===== config.mk =====
export PLATFORM = sky130hd
export DESIGN_NAME = websocket_frame_deframer
export DESIGN_NICKNAME = d
export VERILOG_FILES = /design/src/sv/wsd_pkg.sv /design/src/sv/wsd_parser.sv /design/src/sv/wsd_out_queue.sv /design/src/sv/websocket_frame_deframer.sv
export SDC_FILE = /design/constraint.sdc
export NUM_CORES = 1
export LEC_CHECK = 0
export ABC_AREA = 1
export BUFFER_PORTS_ARGS = -buffer_cell sky130_fd_sc_hd__clkbuf_2
export CORE_MARGIN = 10
export CORE_UTILIZATION = 35
export DETAILED_ROUTE_END_ITERATION = 7
export PLACE_DENSITY_LB_ADDON = 0.12
export SYNTH_ARGS = -nofsm -noshare
export SYNTH_HDL_FRONTEND = slang
export SYNTH_HIERARCHICAL = 1
export SYNTH_SLANG_ARGS = --single-unit

===== constraint.sdc =====
create_clock -name clk -period 4.7 [get_ports clk]
set_input_delay 1.41 -clock clk [delete_from_list [all_inputs] [get_ports clk]]
set_output_delay 1.41 -clock clk [all_outputs]
set_load 0.01 [all_outputs]

===== src/sv/wsd_pkg.sv =====
`timescale 1ns / 1ps
// ----------------------------------------------------------------------------
// WebSocket deframer package
// Shared types and constants for the frame parser, the result queue and the
// top level.
// ----------------------------------------------------------------------------
package wsd_pkg;

    // Parse phase of the frame header and body.
    typedef enum logic [2:0] {
        PH_FIRST   = 3'd0,
        PH_SECOND  = 3'd1,
        PH_EXT_HI  = 3'd2,
        PH_EXT_LO  = 3'd3,
        PH_MASK    = 3'd4,
        PH_PAYLOAD = 3'd5,
        PH_DONE    = 3'd6,
        PH_UNSUP   = 3'd7
    } phase_t;

    // End-of-chunk status codes.
    typedef enum logic [2:0] {
        ST_OK    = 3'd0,
        ST_CLOSE = 3'd1,
        ST_SHORT = 3'd2,
        ST_UNSUP = 3'd3,
        ST_TRUNC = 3'd4
    } status_t;

    // Result kinds.
    localparam logic KIND_PAYLOAD = 1'b0;
    localparam logic KIND_STATUS  = 1'b1;

    // Header constants.
    localparam logic [3:0] OPC_CLOSE   = 4'h8;
    localparam logic [6:0] LEN_CODE_16 = 7'd126;
    localparam logic [6:0] LEN_CODE_64 = 7'd127;
    localparam logic [15:0] MAX_PAYLOAD_RESET = 16'd1023;

    // Result queue geometry.
    localparam int QDEPTH = 4;
    localparam int QAW    = 2;

    // One result item.
    typedef struct packed {
        logic        kind;
        logic [7:0]  data_byte;
        logic [2:0]  status;
        logic [15:0] frame_length;
        logic [3:0]  frame_opcode;
        logic        is_last;
    } result_t;

    // Results produced by one accepted byte (zero, one or two).
    typedef struct packed {
        logic [1:0] n;
        result_t    res0;
        result_t    res1;
    } push_t;

endpackage


===== src/sv/wsd_parser.sv =====
`timescale 1ns / 1ps
// ----------------------------------------------------------------------------
// WebSocket frame parser
// Holds the header state and the mask key, and turns each accepted byte into
// at most one payload result followed by at most one status result.
// ----------------------------------------------------------------------------
module wsd_parser
    import wsd_pkg::*;
#(
    parameter int MAX_CHUNK = 1024
) (
    input  logic        clk,
    input  logic        rst_n,
    input  logic        accept,
    input  logic [7:0]  rx_byte,
    input  logic        chunk_end,
    input  logic        cfg_valid,
    input  logic [15:0] cfg_data,
    output push_t       push
);

    localparam int CW = $clog2(MAX_CHUNK + 1);
    localparam int LW = (CW > 16) ? CW : 16;

    phase_t       phase_reg, phase_next;
    logic [3:0]   opcode_reg, opcode_next;
    logic         masked_reg, masked_next;
    logic [6:0]   len_code_reg, len_code_next;
    logic [15:0]  pay_len_reg, pay_len_next;
    logic [31:0]  key_reg, key_next;
    logic [CW-1:0] byte_count_reg, byte_count_next;
    logic [CW-1:0] pay_idx_reg, pay_idx_next;
    logic [1:0]   key_idx_reg, key_idx_next;
    logic [15:0]  max_payload_reg;

    logic         pay_valid;
    logic [7:0]   pay_data;
    logic [7:0]   key_byte;
    status_t      st;
    result_t      pay_res;
    result_t      stat_res;

    // Mask key byte selected by the payload index, most significant first.
    always_comb
    begin
        case (pay_idx_reg[1:0])
            2'd0:    key_byte = key_reg[31:24];
            2'd1:    key_byte = key_reg[23:16];
            2'd2:    key_byte = key_reg[15:8];
            default: key_byte = key_reg[7:0];
        endcase
    end

    // One parse step for the accepted byte.
    always_comb
    begin
        phase_next      = phase_reg;
        opcode_next     = opcode_reg;
        masked_next     = masked_reg;
        len_code_next   = len_code_reg;
        pay_len_next    = pay_len_reg;
        key_next        = key_reg;
        byte_count_next = byte_count_reg;
        pay_idx_next    = pay_idx_reg;
        key_idx_next    = key_idx_reg;
        pay_valid       = 1'b0;
        pay_data        = rx_byte;
        st              = ST_OK;

        if (accept && (byte_count_reg < CW'(MAX_CHUNK)))
        begin
            byte_count_next = byte_count_reg + CW'(1);
            case (phase_reg)
                PH_FIRST:
                begin
                    opcode_next = rx_byte[3:0];
                    phase_next  = PH_SECOND;
                end
                PH_SECOND:
                begin
                    masked_next   = rx_byte[7];
                    len_code_next = rx_byte[6:0];
                    if (rx_byte[6:0] == LEN_CODE_16)
                    begin
                        phase_next = PH_EXT_HI;
                    end
                    else if (rx_byte[6:0] == LEN_CODE_64)
                    begin
                        phase_next = PH_UNSUP;
                    end
                    else
                    begin
                        pay_len_next = {9'd0, rx_byte[6:0]};
                        if (rx_byte[7])
                        begin
                            key_idx_next = 2'd0;
                            phase_next   = PH_MASK;
                        end
                        else
                        begin
                            pay_idx_next = '0;
                            phase_next   = (rx_byte[6:0] == 7'd0) ? PH_DONE : PH_PAYLOAD;
                        end
                    end
                end
                PH_EXT_HI:
                begin
                    pay_len_next = {rx_byte, 8'd0};
                    phase_next   = PH_EXT_LO;
                end
                PH_EXT_LO:
                begin
                    pay_len_next = {pay_len_reg[15:8], rx_byte};
                    if (masked_reg)
                    begin
                        key_idx_next = 2'd0;
                        phase_next   = PH_MASK;
                    end
                    else
                    begin
                        pay_idx_next = '0;
                        phase_next   = ({pay_len_reg[15:8], rx_byte} == 16'd0) ?
                                       PH_DONE : PH_PAYLOAD;
                    end
                end
                PH_MASK:
                begin
                    key_next = {key_reg[23:0], rx_byte};
                    if (key_idx_reg == 2'd3)
                    begin
                        pay_idx_next = '0;
                        phase_next   = (pay_len_reg == 16'd0) ? PH_DONE : PH_PAYLOAD;
                    end
                    else
                    begin
                        key_idx_next = key_idx_reg + 2'd1;
                    end
                end
                PH_PAYLOAD:
                begin
                    if ((opcode_reg != OPC_CLOSE) &&
                        (LW'(pay_idx_reg) < LW'(max_payload_reg)))
                    begin
                        pay_valid = 1'b1;
                        if (masked_reg)
                        begin
                            pay_data = rx_byte ^ key_byte;
                        end
                    end
                    pay_idx_next = pay_idx_reg + CW'(1);
                    if (LW'(pay_idx_next) >= LW'(pay_len_reg))
                    begin
                        phase_next = PH_DONE;
                    end
                end
                default:
                begin
                end
            endcase
        end

        // Status from the phase reached after this byte.
        case (phase_next)
            PH_FIRST, PH_SECOND, PH_EXT_HI, PH_EXT_LO: st = ST_SHORT;
            PH_MASK, PH_PAYLOAD:                       st = ST_TRUNC;
            PH_UNSUP:                                  st = ST_UNSUP;
            default: st = (opcode_next == OPC_CLOSE) ? ST_CLOSE : ST_OK;
        endcase

        pay_res.kind         = KIND_PAYLOAD;
        pay_res.data_byte    = pay_data;
        pay_res.status       = ST_OK;
        pay_res.frame_length = pay_len_reg;
        pay_res.frame_opcode = opcode_reg;
        pay_res.is_last      = 1'b0;

        stat_res.kind         = KIND_STATUS;
        stat_res.data_byte    = 8'd0;
        stat_res.status       = st;
        stat_res.frame_length = pay_len_next;
        stat_res.frame_opcode = opcode_next;
        stat_res.is_last      = 1'b1;

        // The chunk end returns all parse state to its reset value.
        if (accept && chunk_end)
        begin
            phase_next      = PH_FIRST;
            opcode_next     = 4'd0;
            masked_next     = 1'b0;
            len_code_next   = 7'd0;
            pay_len_next    = 16'd0;
            key_next        = 32'd0;
            byte_count_next = '0;
            pay_idx_next    = '0;
            key_idx_next    = 2'd0;
        end

        push.n    = {1'b0, pay_valid} + {1'b0, accept && chunk_end};
        push.res0 = pay_valid ? pay_res : stat_res;
        push.res1 = stat_res;
    end

    // Parse state registers.
    always_ff @(posedge clk or negedge rst_n)
    begin
        if (!rst_n)
        begin
            phase_reg      <= PH_FIRST;
            opcode_reg     <= 4'd0;
            masked_reg     <= 1'b0;
            len_code_reg   <= 7'd0;
            pay_len_reg    <= 16'd0;
            key_reg        <= 32'd0;
            byte_count_reg <= '0;
            pay_idx_reg    <= '0;
            key_idx_reg    <= 2'd0;
        end
        else
        begin
            phase_reg      <= phase_next;
            opcode_reg     <= opcode_next;
            masked_reg     <= masked_next;
            len_code_reg   <= len_code_next;
            pay_len_reg    <= pay_len_next;
            key_reg        <= key_next;
            byte_count_reg <= byte_count_next;
            pay_idx_reg    <= pay_idx_next;
            key_idx_reg    <= key_idx_next;
        end
    end

    // Payload cap register.
    always_ff @(posedge clk or negedge rst_n)
    begin
        if (!rst_n)
        begin
            max_payload_reg <= MAX_PAYLOAD_RESET;
        end
        else if (cfg_valid)
        begin
            max_payload_reg <= cfg_data;
        end
    end

endmodule


===== src/sv/wsd_out_queue.sv =====
`timescale 1ns / 1ps
// ----------------------------------------------------------------------------
// WebSocket deframer result queue
// Four-entry queue that takes up to two results per cycle from the parser and
// hands one result per cycle to the output channel while out_ready is high.
// ----------------------------------------------------------------------------
module wsd_out_queue
    import wsd_pkg::*;
(
    input  logic    clk,
    input  logic    rst_n,
    input  push_t   push,
    output logic    space_ok,
    output logic    out_valid,
    input  logic    out_ready,
    output result_t head
);

    result_t        entry_reg [QDEPTH];
    logic [QAW-1:0] wr_ptr_reg, wr_ptr_next;
    logic [QAW-1:0] rd_ptr_reg, rd_ptr_next;
    logic [QAW:0]   count_reg, count_next;
    logic           pop;

    // Room for two results lets any byte be taken.
    assign space_ok  = (count_reg <= (QAW + 1)'(QDEPTH - 2));
    assign out_valid = (count_reg != '0);
    assign head      = entry_reg[rd_ptr_reg];
    assign pop       = out_valid && out_ready;

    // Pointer and fill level updates.
    always_comb
    begin
        wr_ptr_next = wr_ptr_reg + QAW'(push.n);
        rd_ptr_next = rd_ptr_reg + QAW'(pop);
        count_next  = count_reg + (QAW + 1)'(push.n) - (QAW + 1)'(pop);
    end

    always_ff @(posedge clk or negedge rst_n)
    begin
        if (!rst_n)
        begin
            wr_ptr_reg <= '0;
            rd_ptr_reg <= '0;
            count_reg  <= '0;
        end
        else
        begin
            wr_ptr_reg <= wr_ptr_next;
            rd_ptr_reg <= rd_ptr_next;
            count_reg  <= count_next;
        end
    end

    // Result storage, no reset needed.
    always_ff @(posedge clk)
    begin
        if (push.n != 2'd0)
        begin
            entry_reg[wr_ptr_reg] <= push.res0;
        end
        if (push.n == 2'd2)
        begin
            entry_reg[wr_ptr_reg + QAW'(1)] <= push.res1;
        end
    end

endmodule


===== src/sv/websocket_frame_deframer.sv =====
`timescale 1ns / 1ps
// ----------------------------------------------------------------------------
// WebSocket frame deframer
// Parses one frame header per received chunk, unmasks the payload bytes and
// reports a status after the last byte of each chunk.
// ----------------------------------------------------------------------------
//  Channel  Direction  Handshake             Payload
//  in       sink       in_valid / in_ready   rx_byte, chunk_end
//  out      source     out_valid / out_ready kind, data_byte, status,
//                                            frame_length, frame_opcode, is_last
//  cfg      sink       cfg_valid / cfg_ready cfg_data (max_payload)
//
// A byte is parsed in the cycle it is accepted; its results enter a four-entry
// queue and the first can be taken in the next cycle. One byte per cycle is
// sustained while the output keeps taking results; a chunk-end byte with a
// payload result gives two results. in_ready is low while the queue holds more
// than two results. Reset clears the parse state and the queue and sets
// max_payload to 1023. cfg_ready is always high.
// ----------------------------------------------------------------------------
module websocket_frame_deframer
    import wsd_pkg::*;
#(
    parameter int MAX_CHUNK = 1024
) (
    input  logic        clk,
    input  logic        rst_n,
    input  logic        in_valid,
    output logic        in_ready,
    input  logic [7:0]  rx_byte,
    input  logic        chunk_end,
    output logic        out_valid,
    input  logic        out_ready,
    output logic        kind,
    output logic [7:0]  data_byte,
    output logic [2:0]  status,
    output logic [15:0] frame_length,
    output logic [3:0]  frame_opcode,
    output logic        is_last,
    input  logic        cfg_valid,
    output logic        cfg_ready,
    input  logic [15:0] cfg_data
);

    push_t   push;
    result_t head;
    logic    accept;

    assign cfg_ready = 1'b1;
    assign accept    = in_valid && in_ready;

    // Header parser and unmasking.
    wsd_parser #(
        .MAX_CHUNK (MAX_CHUNK)
    ) u_parser (
        .clk       (clk),
        .rst_n     (rst_n),
        .accept    (accept),
        .rx_byte   (rx_byte),
        .chunk_end (chunk_end),
        .cfg_valid (cfg_valid),
        .cfg_data  (cfg_data),
        .push      (push)
    );

    // Result queue towards the output channel.
    wsd_out_queue u_queue (
        .clk       (clk),
        .rst_n     (rst_n),
        .push      (push),
        .space_ok  (in_ready),
        .out_valid (out_valid),
        .out_ready (out_ready),
        .head      (head)
    );

    assign kind         = head.kind;
    assign data_byte    = head.data_byte;
    assign status       = head.status;
    assign frame_length = head.frame_length;
    assign frame_opcode = head.frame_opcode;
    assign is_last      = head.is_last;

    // Results are only produced by an accepted byte.
    a_push_needs_accept: assert property (@(posedge clk) disable iff (!rst_n)
        !accept |-> (push.n == 2'd0))
        else $error("results produced without an accepted byte");

    // A pair of results is always a payload byte followed by the status.
    a_pair_order: assert property (@(posedge clk) disable iff (!rst_n)
        (push.n == 2'd2) |-> (push.res0.kind == KIND_PAYLOAD &&
                              push.res1.kind == KIND_STATUS && chunk_end))
        else $error("result pair out of order");

    // A status result is pushed exactly when a chunk-end byte is accepted.
    a_status_on_end: assert property (@(posedge clk) disable iff (!rst_n)
        (accept && chunk_end) |-> (push.n != 2'd0 &&
            (push.n == 2'd2 ? push.res1.is_last : push.res0.is_last)))
        else $error("chunk end without status result");

    // Status codes stay within the defined set.
    a_status_range: assert property (@(posedge clk) disable iff (!rst_n)
        (out_valid && kind == KIND_STATUS) |-> (status <= ST_TRUNC))
        else $error("undefined status code");

endmodule


After elaboration in Yosys (flattened, before gate mapping)

Memory sizes are Yosys's and may differ from the RTL's.
Cells that the tools add are included.

Register bits after elaboration: 103
Bits in writable memories: 132
Input bits: 30
Output and inout port bits: 36
Memories kept: 1

Memories:

| name              | depth | bits a word | rd ports | clocked after Yosys merged registers in | wr ports | line                | text |
|---|---|---|---|---|---|---|---|
| u_queue.entry_reg | 4     | 33          | 1        | 0                                       | 2        | wsd_out_queue.sv:19 | `result_t entry_reg [QDEPTH];` |

Add/sub/neg operators: 9
$lt $le $gt $ge: 4
Eq/ne operators: 27
Muxes and demuxes: 59
Bitwise logic cells: 1
Reduce and logical (&&, ||, !) cells: 24

Operators with widths:

| kind                                               | number |
|---|---|
| two-way mux 11 bit                                 | 9 |
| two-way mux 32 bit                                 | 3 |
| two-way mux 16 bit                                 | 4 |
| one-hot mux 16 bit (3 select lines)                | 1 |
| one-hot mux 11 bit (4 select lines)                | 1 |
| two-way mux 33 bit                                 | 1 |
| zero test 16 bit                                   | 2 |
| two-way mux 8 bit                                  | 4 |
| two-way mux 3 bit                                  | 8 |
| one-hot mux 8 bit (3 select lines)                 | 1 |
| adder 11 x 1 -> 11 bit, second input constant      | 2 |
| two-way mux 2 bit                                  | 10 |
| one-hot mux 3 bit (6 select lines)                 | 1 |
| >= comparator 11 x 16 -> 1 bit                     | 1 |
| less-than comparator 11 x 16 -> 1 bit              | 1 |
| == test 3 bit, second input constant               | 5 |
| == test 7 bit, second input constant               | 2 |
| AND reduction 7 bit                                | 2 |
| == test 3 x 2 -> 1 bit, second input constant      | 4 |
| two-way mux 4 bit                                  | 3 |
| inequality test 3 bit, second input constant       | 4 |
| less-than comparator 11 bit, second input constant | 1 |
| two-way mux 1 bit                                  | 11 |
| one-hot mux 3 bit (3 select lines)                 | 1 |
| other kinds (27)                                   | 42 |

Logic depth before layout (Yosys ltp)

Gate-level depths: netlist (run 1).

Word-level depth: 11
Depth in mapped cells: 20
Depth with buffers taken out: 19

Hierarchy

The synthesis (run 1) kept the hierarchy.

By module, submodules not included:

| module                   | times used | cells each | area each (sq um) | seq. area each (sq um) |
|---|---|---|---|---|
| wsd_out_queue            | 1          | 736        | 6942.9            | 4139.0 |
| wsd_parser               | 1          | 774        | 5824.3            | 2414.8 |
| websocket_frame_deframer | 1          | 4          | 18.8              | 0.0 |

Worst setup path before layout (run 1)

No wires, ideal clock.

Kind: input to register
From: in in_valid
To: mem u_queue/entry_reg[0][0] (netlist name), enable pin
Setup time: 0.473 ns
Arrival time: 5.123 ns
Path slack: -0.896 ns
Cell stages on the path: 9
Cell sequence: nand2_1 > inv_1 > nand2_1 > inv_2 > clkbuf_1 > clkbuf_1 > ha_1 > nor2_1 > o31ai_1

RTL lines:

| what        | line                           | text |
|---|---|---|
| from (decl) | websocket_frame_deframer.sv:27 | `input logic in_valid,` |
| to (decl)   | wsd_out_queue.sv:19            |  |

Final worst setup path (run 1)

From: reg u_queue.rd_ptr_reg[0]
To: out frame_length[0]

Word-level cells in the longest chain between the ends: 1

Ends and longest elaborated chain:

| what                   | line                           | text |
|---|---|---|
| from (decl)            | wsd_out_queue.sv:21            | `logic [QAW-1:0] rd_ptr_reg, rd_ptr_next;` |
| from (signal assigned) | wsd_out_queue.sv:50            | `rd_ptr_reg <= rd_ptr_next;` |
| memory (4 x 33 bit)    | --                             |  |
| to (decl)              | websocket_frame_deframer.sv:36 | `output logic [15:0] frame_length,` |

Every way passes these cells.

==> impl_results.md, run 1 <==
* Run status: finished, final reports clean
* # nets final at 1609
* Synth Area in Compound Gates at 17.1%
* CP Cell Sequence: buf_4 -> nor2_1 -> nor2_1 -> o21ai_0 -> o21ai_0 -> clkbuf_2
* Drt via density at 4.99
* Library cells used by synthesis at 48
* Avg WL per Cell at 17.5 microns
* Critical path's top delay family: buffers and inverters
* N_diodes at 0
* Detail Placement HPWL at 23400 microns
* Hold Buf Count CTS at 0
* Top-area cell type share of the netlist area at 31.0%
* Most common library cells after synthesis: nand2_1 (313), o21ai_0 (189), nor2_1 (169)
* Clock latency on the worst-skew pair at 560 ps
* EDFF count, synth at 132
* Initial antenna violation count at 1
* Final count of pins violating max slew at 0
* Crit path launch: u_queue/rd_ptr_reg[0]
* RSZ-0062 raised after global routing: false
* FF+latch count, synth at 235
* Die ar. at about 45000 sq um
* Sw Pwr at 3.21 mW
* Worst Setup End Kind: output port
* Antenna-violating nets left at 0
* Via count at between 10000 and 15000
* Starting density of the core at 35.7%
* First-pass GRT wire length at approximately 57000 microns
* Synthesized area at roughly 13000 sq um
* Hold path cells at 1
* Simple-gate share of the synthesized area at about 18%
* Setup violations, final at 0
* Vias in the first global route at 9842
* Primary FF master, synth: edfxtp_1
* CTS root buf: clkbuf_16
* TritonCTS Buffers at 28
* Hold EP: u_parser/key_idx_reg[0]
* # rows at 69
* Grt ovf at 0
* Fin crit share at 79.8%
* Die Span Y at approximately 210 microns
* Top cells by area, synth: edfxtp_1 (31%), dfrtp_1 (18%), nand2_1 (9.2%)
* Final instance area at 14400 sq um
* Combinational family with the most area after synthesis: simple AND/OR/NAND/NOR gates
* P&R area growth vs syn at 12.3%
* Logic pwr share at a little under two fifths
* Largest register FFs at 132
* Mux contribution to synthesized area at less than 1%
* Fmax at 0.267 GHz
* Clock Power Share at approximately 27%
* Post-DP Area at 13400 sq um
* Clk_skew at 28.2 ps
* Post-CTS setup buffer count at 0
* VDD IR max at around 340 uV
* R2R Setup Slk at 1040 ps
* Hold path start: u_parser/key_idx_reg[0]
* Synth Instances at 1514
* CP required at 3290 ps
* Worst Tran Pin Value at 934 ps
* TritonCTS Sinks at about 240
* 1st-iter DRT viols at 621
* Async S/R FF share, synth at 43.8%
* Buffers on Ports at 64
* Xor and xnor area share after synthesis at 0.685%
* Buf/Inv on CP at 2
* Final Util at 40.1%
* CTS H-tree depth at 1
* P per Cell Area at 571 nW/um^2
* Total track usage at 15.9%
* Critical-path top delay cell: buf_4
* CP max stage delay at roughly 670 ps
* Seq/Total Area, Yosys at 51.3%
* Synth area leader: edfxtp_1
* CTS resizes at 0
* Largest net degree at the start of global routing at 70
* # DRC at 0
* Worst R2R Start: u_parser/pay_idx_reg[0]
* Internal power at 4.98 mW
* Max_slew headroom at 37.5%
* TNS Setup at 0 ps
* Syn_area_per_cell at 8.45 sq um
* CTS tree: built
* Placer Congestion at 0.840
* Hold Vio Cnt, Final at 0
* Pre-CTS setup slack at 770 ps
* Net Sw Frac at 39.2%
* Crit path time final at 3750 ps
* Setup Crit Path Kind: flop to output port
* Critical Path Fanout Max at around 70
* Synthesis Warnings at 6
* CP Launch Type: flop
* Post-route setup slack at 948 ps
* R2R depth at 17
* MaxCap Viol Count at 0
* Flop pwr share at 34.5%
* Reg clk slew, reported paths at 60 ps
* Pleak at just under 6 nW
* Boundary pin count at 66
* Die W at 211 microns
* Core Region at 35800 sq um
* Adder-Cell Fraction of Synth Area at 3.29%
* Share of cells above drive strength 1 at between 10% and 20%
* Total Wirelength at 35400 microns
* Worst Hold Class: flop to flop
* Reg2reg end: u_queue/entry_reg[3][21]
* WHS at a little under 500 ps
* Most numerous cell in the Yosys netlist: nand2_1
* CP arrival at 2340 ps
* Drt pass-1 iters at 5
* CTS Buffer Depth at 3
## cells in the final DEF, fill, tap and decap left out, types with 18 or more instances in the layout
| cell type | instances |
|---|---|
| o21ai_1 | 101 |
| edfxtp_1 | 132 |
| ha_1 | 32 |
| nand2_1 | 312 |
| o21ai_0 | 188 |
| clkbuf_16 | 29 |
| clkbuf_2 | 63 |
| o22ai_1 | 18 |
| nor2_1 | 169 |
| inv_1 | 154 |
| nand3_1 | 47 |
| a21oi_1 | 51 |
| inv_2 | 24 |
| dfrtp_1 | 92 |
## area by class of cell
class	instances	area, sq um
clock buffer	38	800
clock inverter	14	150
fill	3650	21500
inverter	179	672
multi-input combinational	1018	5080
sequential	235	6560
tap	461	577
timing repair buffer	84	523
## power by group through the flow
stage	Combinational [mW]	Sequential [mW]	Clock, mW
2_1_floorplan	2.20	2.80	0
5_1_grt	3.61	2.87	2.36
4_1_cts	3.21	2.83	2.28
3_3_place_gp	3.17	2.86	0
3_5_place_dp	3.21	2.87	0
6_report	3.15	2.83	2.22
## kinds of logic after synthesis
family,count (synthesis)
AND/OR/NAND/NOR,563
AO/OA/AOI/OAI,400
buffers and inverters,269
flip-flops,235
adder cells (fa/ha/maj),33
XOR/XNOR,10
other,3
multiplexers,1
## through the flow
step                power, mW  instances
floorplan                5.00       1522
global placement         6.03       1977
detailed placement       6.07       1977
CTS                      8.32       2029
global route             8.84       2029
finish                   8.19       2029
## routing by layer
layer  vias up  share of wire [%]  global-route usage (%)
li1       5077                  -                       -
met1      4791                 47                    21.5
met2       196                 47                    26.3
met3        53                4.1                    2.17
met4         2                2.2                    3.82
met5         -              0.037                       0
## worst max path at each step
| stage | to | slack, ps | depth (start not counted) |
|---|---|---|---|
| after CTS | frame_length[0] | 890 | 6 |
| after floorplan | u_queue/entry_reg[0][0] | -900 | 9 |
| after global placement | u_queue/entry_reg[3][9] | 760 | 9 |
| after detailed placement | u_queue/entry_reg[3][8] | 770 | 9 |
| final | frame_length[0] | 950 | 6 |
| after global routing | u_queue/entry_reg[3][21] | 680 | 17 |
Note: power is estimated with default switching activity, not from simulation.
==> run 2: changes to the inputs <==
Clock period 4.7 ns to 3.3 ns, I/O delays scaled along.
==> impl_results.md, run 2 (synthesis results as in run 1) <==
* Run status: finished, final reports clean
* Worst R2R Start: u_parser/max_payload_reg[9]
* 1st-iter DRT viols at around 510
* Antenna-violating nets left at 0
* Final count of pins violating max slew at 0
* Max_slew headroom at between 50% and 60%
* WHS at 477 ps
* Avg WL per Cell at ~17 microns
* Largest register FFs at 132
* Initial antenna violation count at 1
* Setup violations, final at 0
* Crit path time final at 3040 ps
* Drt pass-1 iters at 5
* CP required at 2310 ps
* Worst Setup End Kind: output port
* Reg clk slew, reported paths at 60 ps
* Placer Congestion at ~0.85
* Die Span Y at between 200 and 250 microns
* Total Wirelength at 35000 microns
* VDD IR max at 492 uV
* # fillers at 3607
* CTS root buf: clkbuf_16
* R2R depth at 14
* Critical Path Fanout Max at 67
* R2R Setup Slk at 310 ps
* Via count at 10100
* Grt ovf at 0
* CTS tree: built
* Largest net degree at the start of global routing at 70
* Clock latency on the worst-skew pair at 540 ps
* Reg2reg end: u_queue/entry_reg[3][4]
* Vias in the first global route at around 10000
* Share of cells above drive strength 1 at 15.2%
* Setup Crit Path Kind: flop to output port
* Hold Vio Cnt, Final at 0
* Die W at around 210 microns
* P per Cell Area at 796 nW/um^2
* Core Region at ~36000 sq um
* Boundary pin count at 66
* # nets final at about 1600
* TritonCTS Buffers at 28
* RSZ-0062 raised after global routing: false
* Buffers on Ports at 64
* CP arrival at 2050 ps
* CTS H-tree depth at 1
* CP Launch Type: flop
* MaxCap Viol Count at 0
* Power Total at 11.6 mW
* CP endpoint: status[0]
* Worst Tran Pin Value at 653 ps
* Crit path launch: u_queue/rd_ptr_reg[0]
* # rows at about 70
* Detail Placement HPWL at 23600 microns
* Total track usage at around 16%
* First-pass GRT wire length at 56300 microns
* Starting density of the core at between 30% and 40%
* P&R area growth vs syn at 14.3%
* Drt via density at 4.94
* CTS Buffer Depth at 3
* Most frequent cells in the layout: nand2_1 (309), o21ai_0 (187), nor2_1 (167)
* N_diodes at 0
* # DRC at 0
* Worst Hold Class: primary input to asynchronous set/reset pin
* Most common cell after layout, fill and taps aside: nand2_1
* Fin crit share at a little over 90%
* Die ar. at 44600 sq um
* Clk_skew at 8.28 ps
* TritonCTS Sinks at 235
* TNS Setup at 0 ps
* Fmax at 0.329 GHz
* Pleak at between 6 and 7 nW
[run 2: cell types whose count changed in the layout (fill, tap and decap cells not counted), sizes merged]
cell	delta
clkbuf	+1
bufinv	-2
buf	+21
inv	+1
[run 2: worst min path at each step]
| stage | startpoint | to | cells past startpoint |
|---|---|---|---|
| 5_1_grt | rst_n | u_parser/byte_count_reg[6] | 1 |
| 6_report | rst_n | u_parser/byte_count_reg[5] | 1 |
| 3_3_place_gp | u_parser/key_reg[24] | u_parser/key_reg[24] | 2 |
| 3_5_place_dp | u_parser/key_reg[24] | u_parser/key_reg[24] | 2 |
| 2_1_floorplan | u_queue/rd_ptr_reg[1] | u_queue/rd_ptr_reg[1] | 2 |
| 4_1_cts | rst_n | u_parser/pay_idx_reg[4] | 1 |
[run 2: timing repair]
action | in CTS | in global routing
endpoints found under the setup margin | 0 | 93
buffers inserted | 0 | 4
hold endpoints to repair | 0 | 0
hold buffers | 0 | 0
resized for setup | 0 | 16
[run 2: cell type report]
class,instances,area (sq um),share of cell area [%]
clock buffers,39,797,5.45
flip-flops and latches,235,6560,44.9
repair buffers,105,776,5.31
clock inverters,13,88.8,0.608
inverters,179,672,4.60
multi-input cells,1018,5150,35.2
well taps,461,577,3.95
[run 2: critical path, cell delays in order, from the launching register on]
cell and delay (ps):
dfrtp_2 430, inv_2 70, buf_12 260, o21ai_0 120, o21ai_0 380, clkbuf_2 220
[run 2: metrics by stage]
step,worst slack [ps],std cells,area [sq um],utilization (%)
final,258,2050,14600,40.8
after global routing,4.05,2050,14600,40.8
after CTS,122,2046,14500,40.6
after detailed placement,133,1994,13700,38.1
after global placement,201,1994,13700,38.1
after floorplan,1.00,1522,12900,-
[run 2: where the power goes]
part	total (mW)	switching [mW]	internal (mW)
registers	4.02	0.258	3.76
clock network	2.97	1.21	1.75
logic	4.65	3.11	1.54
[run 2: routing by layer]
layer	up-vias	GRT usage (%)	part of all wire, %
met2	193	26.4	47
met3	49	2.77	4.8
met4	2	3.82	2.1
met5	-	0	0.037
li1	5122	-	-
met1	4770	20.9	46
==> run 3: changes to the inputs <==
Settings changed: ABC_AREA 1 to not set, CORE_ASPECT_RATIO set to 1.5, CORE_UTILIZATION 35 to 56.
==> impl_results.md, run 3 <==
* Total track usage at 21.2%
* Most Crowded Layer GR: met2
* Synth area leader: edfxtp_1
* Top-area cell type share of the netlist area at about a third
* Mux contribution to synthesized area at 19.2%
* Clock Power Share at about 22%
* Setup Crit Path Kind: flop to flop
* RSZ-0062 raised after global routing: true
* CTS H-tree depth at 1
* Antenna-violating nets left at 0
* Clk_skew at 18.7 ps
* Synth Area in Compound Gates at 10.0%
* Total Wirelength at 31600 microns
* Most numerous cell in the Yosys netlist: mux2_2
* Worst Setup End Kind: flop
* Library cells used by synthesis at 70
* Synth Instances at 985
* Pre-CTS setup slack at -136 ps
* Initial antenna violation count at 0
* Pleak at 6.29 nW
* Worst Hold Class: flop to flop
* CP Launch Type: flop
* Hold Vio Cnt, Final at 0
* Largest net degree at the start of global routing at 57
* CP max stage delay at roughly 520 ps
* Fmax at about 0.30 GHz
* Buffers on Ports at 64
* Vias in the first global route at slightly below 9000
* CTS root buf: clkbuf_16
* Max_slew headroom at 26.6%
* Primary FF master, synth: edfxtp_1
* Boundary pin count at 66
* Via count at 8457
* Post-route setup slack at -70.5 ps
* Final Util at 68.2%
* Detail Placement HPWL at 20400 microns
* Post-DP Area at 13700 sq um
* Power Total at 11.4 mW
* Placer Congestion at slightly below 0.9
* Largest register FFs at 132
* Net Sw Frac at ~34%
* CTS tree: built
* Worst Tran Pin Value at 1100 ps
* Most common library cells after synthesis: mux2_2 (141), edfxtp_1 (132), dfrtp_1 (93)
* Xor and xnor area share after synthesis at 1.67%
* Clock latency on the worst-skew pair at 520 ps
* Simple-gate share of the synthesized area at under 10%
* # DRC at 0
* Critical path's top delay family: compound AO/OA/AOI/OAI gates
* Fin crit share at 102%
* Critical-path top delay cell: dfstp_2
* Syn_area_per_cell at about 13 sq um
* M2 GR Usage at 39.3%
* Reg clk slew, reported paths at ~60 ps
* Non-filler cells, final at between 1000 and 1500
* First-pass GRT wire length at 48700 microns
* Final count of pins violating max slew at 0
* Share of cells above drive strength 1 at 38.6%
* # fillers at 1634
* Setup violations, final at 113
* TNS Setup at -3450 ps
* Starting density of the core at 56.5%
* Combinational family with the most area after synthesis: multiplexers
* P&R area growth vs syn at 20.7%
* FF+latch count, synth at 235
* CTS Buffer Depth at 3
* Most common cell after layout, fill and taps aside: edfxtp_1
* GR Layer Usage met1 at 24.8%
* Critical Path Fanout Max at 8
* Die ar. at 29000 sq um
* Internal power at 7.56 mW
* WHS at roughly 500 ps
* N_diodes at 0
* Core Region at 22300 sq um
* Seq/Total Area, Yosys at between 50% and 60%
* Synthesized area at 12600 sq um
* # rows at 67
* Async S/R FF share, synth at a little over two fifths
* CP required at 3550 ps
* # nets final at about 1200
* Top cells by area, synth: edfxtp_1 (31%), dfrtp_1 (18%), mux2_2 (13%)
* Run status: finished, violations left
* Most frequent cells in the layout: edfxtp_1 (132), mux2_4 (93), dfrtp_1 (90)
* Grt ovf at 0
* CP arrival at 3620 ps
* Crit path time final at 3370 ps
* Final instance area at 15200 sq um
* TritonCTS Buffers at 23
* MaxCap Viol Count at 0
* Drt via density at 6.04
* Buf/Inv on CP at 4
* Logic pwr share at 40.5%
* TritonCTS Sinks at 235
* CP Cell Sequence: inv_2 -> ha_4 -> a21o_1 -> a211o_1 -> a2111o_1 -> nor2_4 -> ha_4 -> nor4b_4 -> buf_6 -> buf_6 -> buf_12 -> mux2_4
* Failing checks: setup timing
* 1st-iter DRT viols at 502
* Sw Pwr at 3.88 mW
* Met3 GRT Util at roughly 2.4%
* Die W at 143 microns
* Die Span Y at just over 200 microns
* P per Cell Area at between 700 and 800 nW/um^2
* Inst Count DP at roughly 1300
* VDD IR max at 439 uV
* EDFF count, synth at 132
* Avg WL per Cell at 22.6 microns
* Flop pwr share at 37.1%
* Synthesis Warnings at 6
* Drt pass-1 iters at 7
* Adder-Cell Fraction of Synth Area at under 10%
==> run 3: changes by cell type after synthesis, moves of 23 or more <==
cell     previous run  this run
mux4_2              0        33
o21ai_1           101         0
mux2_2              1       141
nand2_1           313        71
inv_2              23         0
nand3_1            47        14
o21ai_0           189        29
inv_1             155        44
a22o_1              1        54
nor2_1            169        45
==> run 3: final cells by class <==
type,instances,area (sq um),area share (%)
Multi-Input combinational cell,634,5960,39.2
Clock inverter,6,28.8,0.189
Clock buffer,35,693,4.56
Timing Repair Buffer,170,1460,9.57
Sequential cell,235,6560,43.1
Tap cell,276,345,2.27
Inverter,45,171,1.13
==> run 3: final timing paths <==
kind	to	cells after the start	slack, ps	startpoint
max in group asynchronous	u_parser/byte_count_reg[9]	2	2000	rst_n
max reg2reg	u_queue/entry_reg[1][5]	12	-70	u_parser/max_payload_reg[9]
min reg2reg	u_parser/max_payload_reg[15]	1	500	u_parser/max_payload_reg[15]
min in group asynchronous	u_parser/max_payload_reg[12]	1	540	rst_n
max	u_queue/entry_reg[1][5]	12	-70	u_parser/max_payload_reg[9]
min	u_parser/max_payload_reg[15]	1	500	u_parser/max_payload_reg[15]
==> run 3: power by group through the flow <==
stage          logic [mW]  clock network (mW)  registers (mW)
3_3_place_gp         4.15                   0            4.27
6_report             4.64                2.56            4.24
2_1_floorplan        3.10                   0            4.06
5_1_grt              5.03                2.73            4.30
4_1_cts              4.37                2.61            4.23
3_5_place_dp         4.24                   0            4.28
==> run 3: timing repair <==
item	4_1_cts	5_1_grt
cloned	3	4
setup buffers	15	7
pin swaps	9	12
hold buffers	0	0
setup endpoints to repair	255	265
gates resized for setup	51	72
==> run 3: per-layer routing <==
metal / part of all wire (%) / vias to the layer above
met3: 3.8 / 71
met5: 0 / -
met1: 39 / 4272
li1: - / 3895
met4: 3.7 / 0
met2: 53 / 219
==> run 3: cell families after synthesis <==
family / after synthesis
flip-flops: 235
AND/OR/NAND/NOR: 209
multiplexers: 183
AO/OA/AOI/OAI: 174
buffers and inverters: 124
adder cells (fa/ha/maj): 33
XOR/XNOR: 24
other: 3
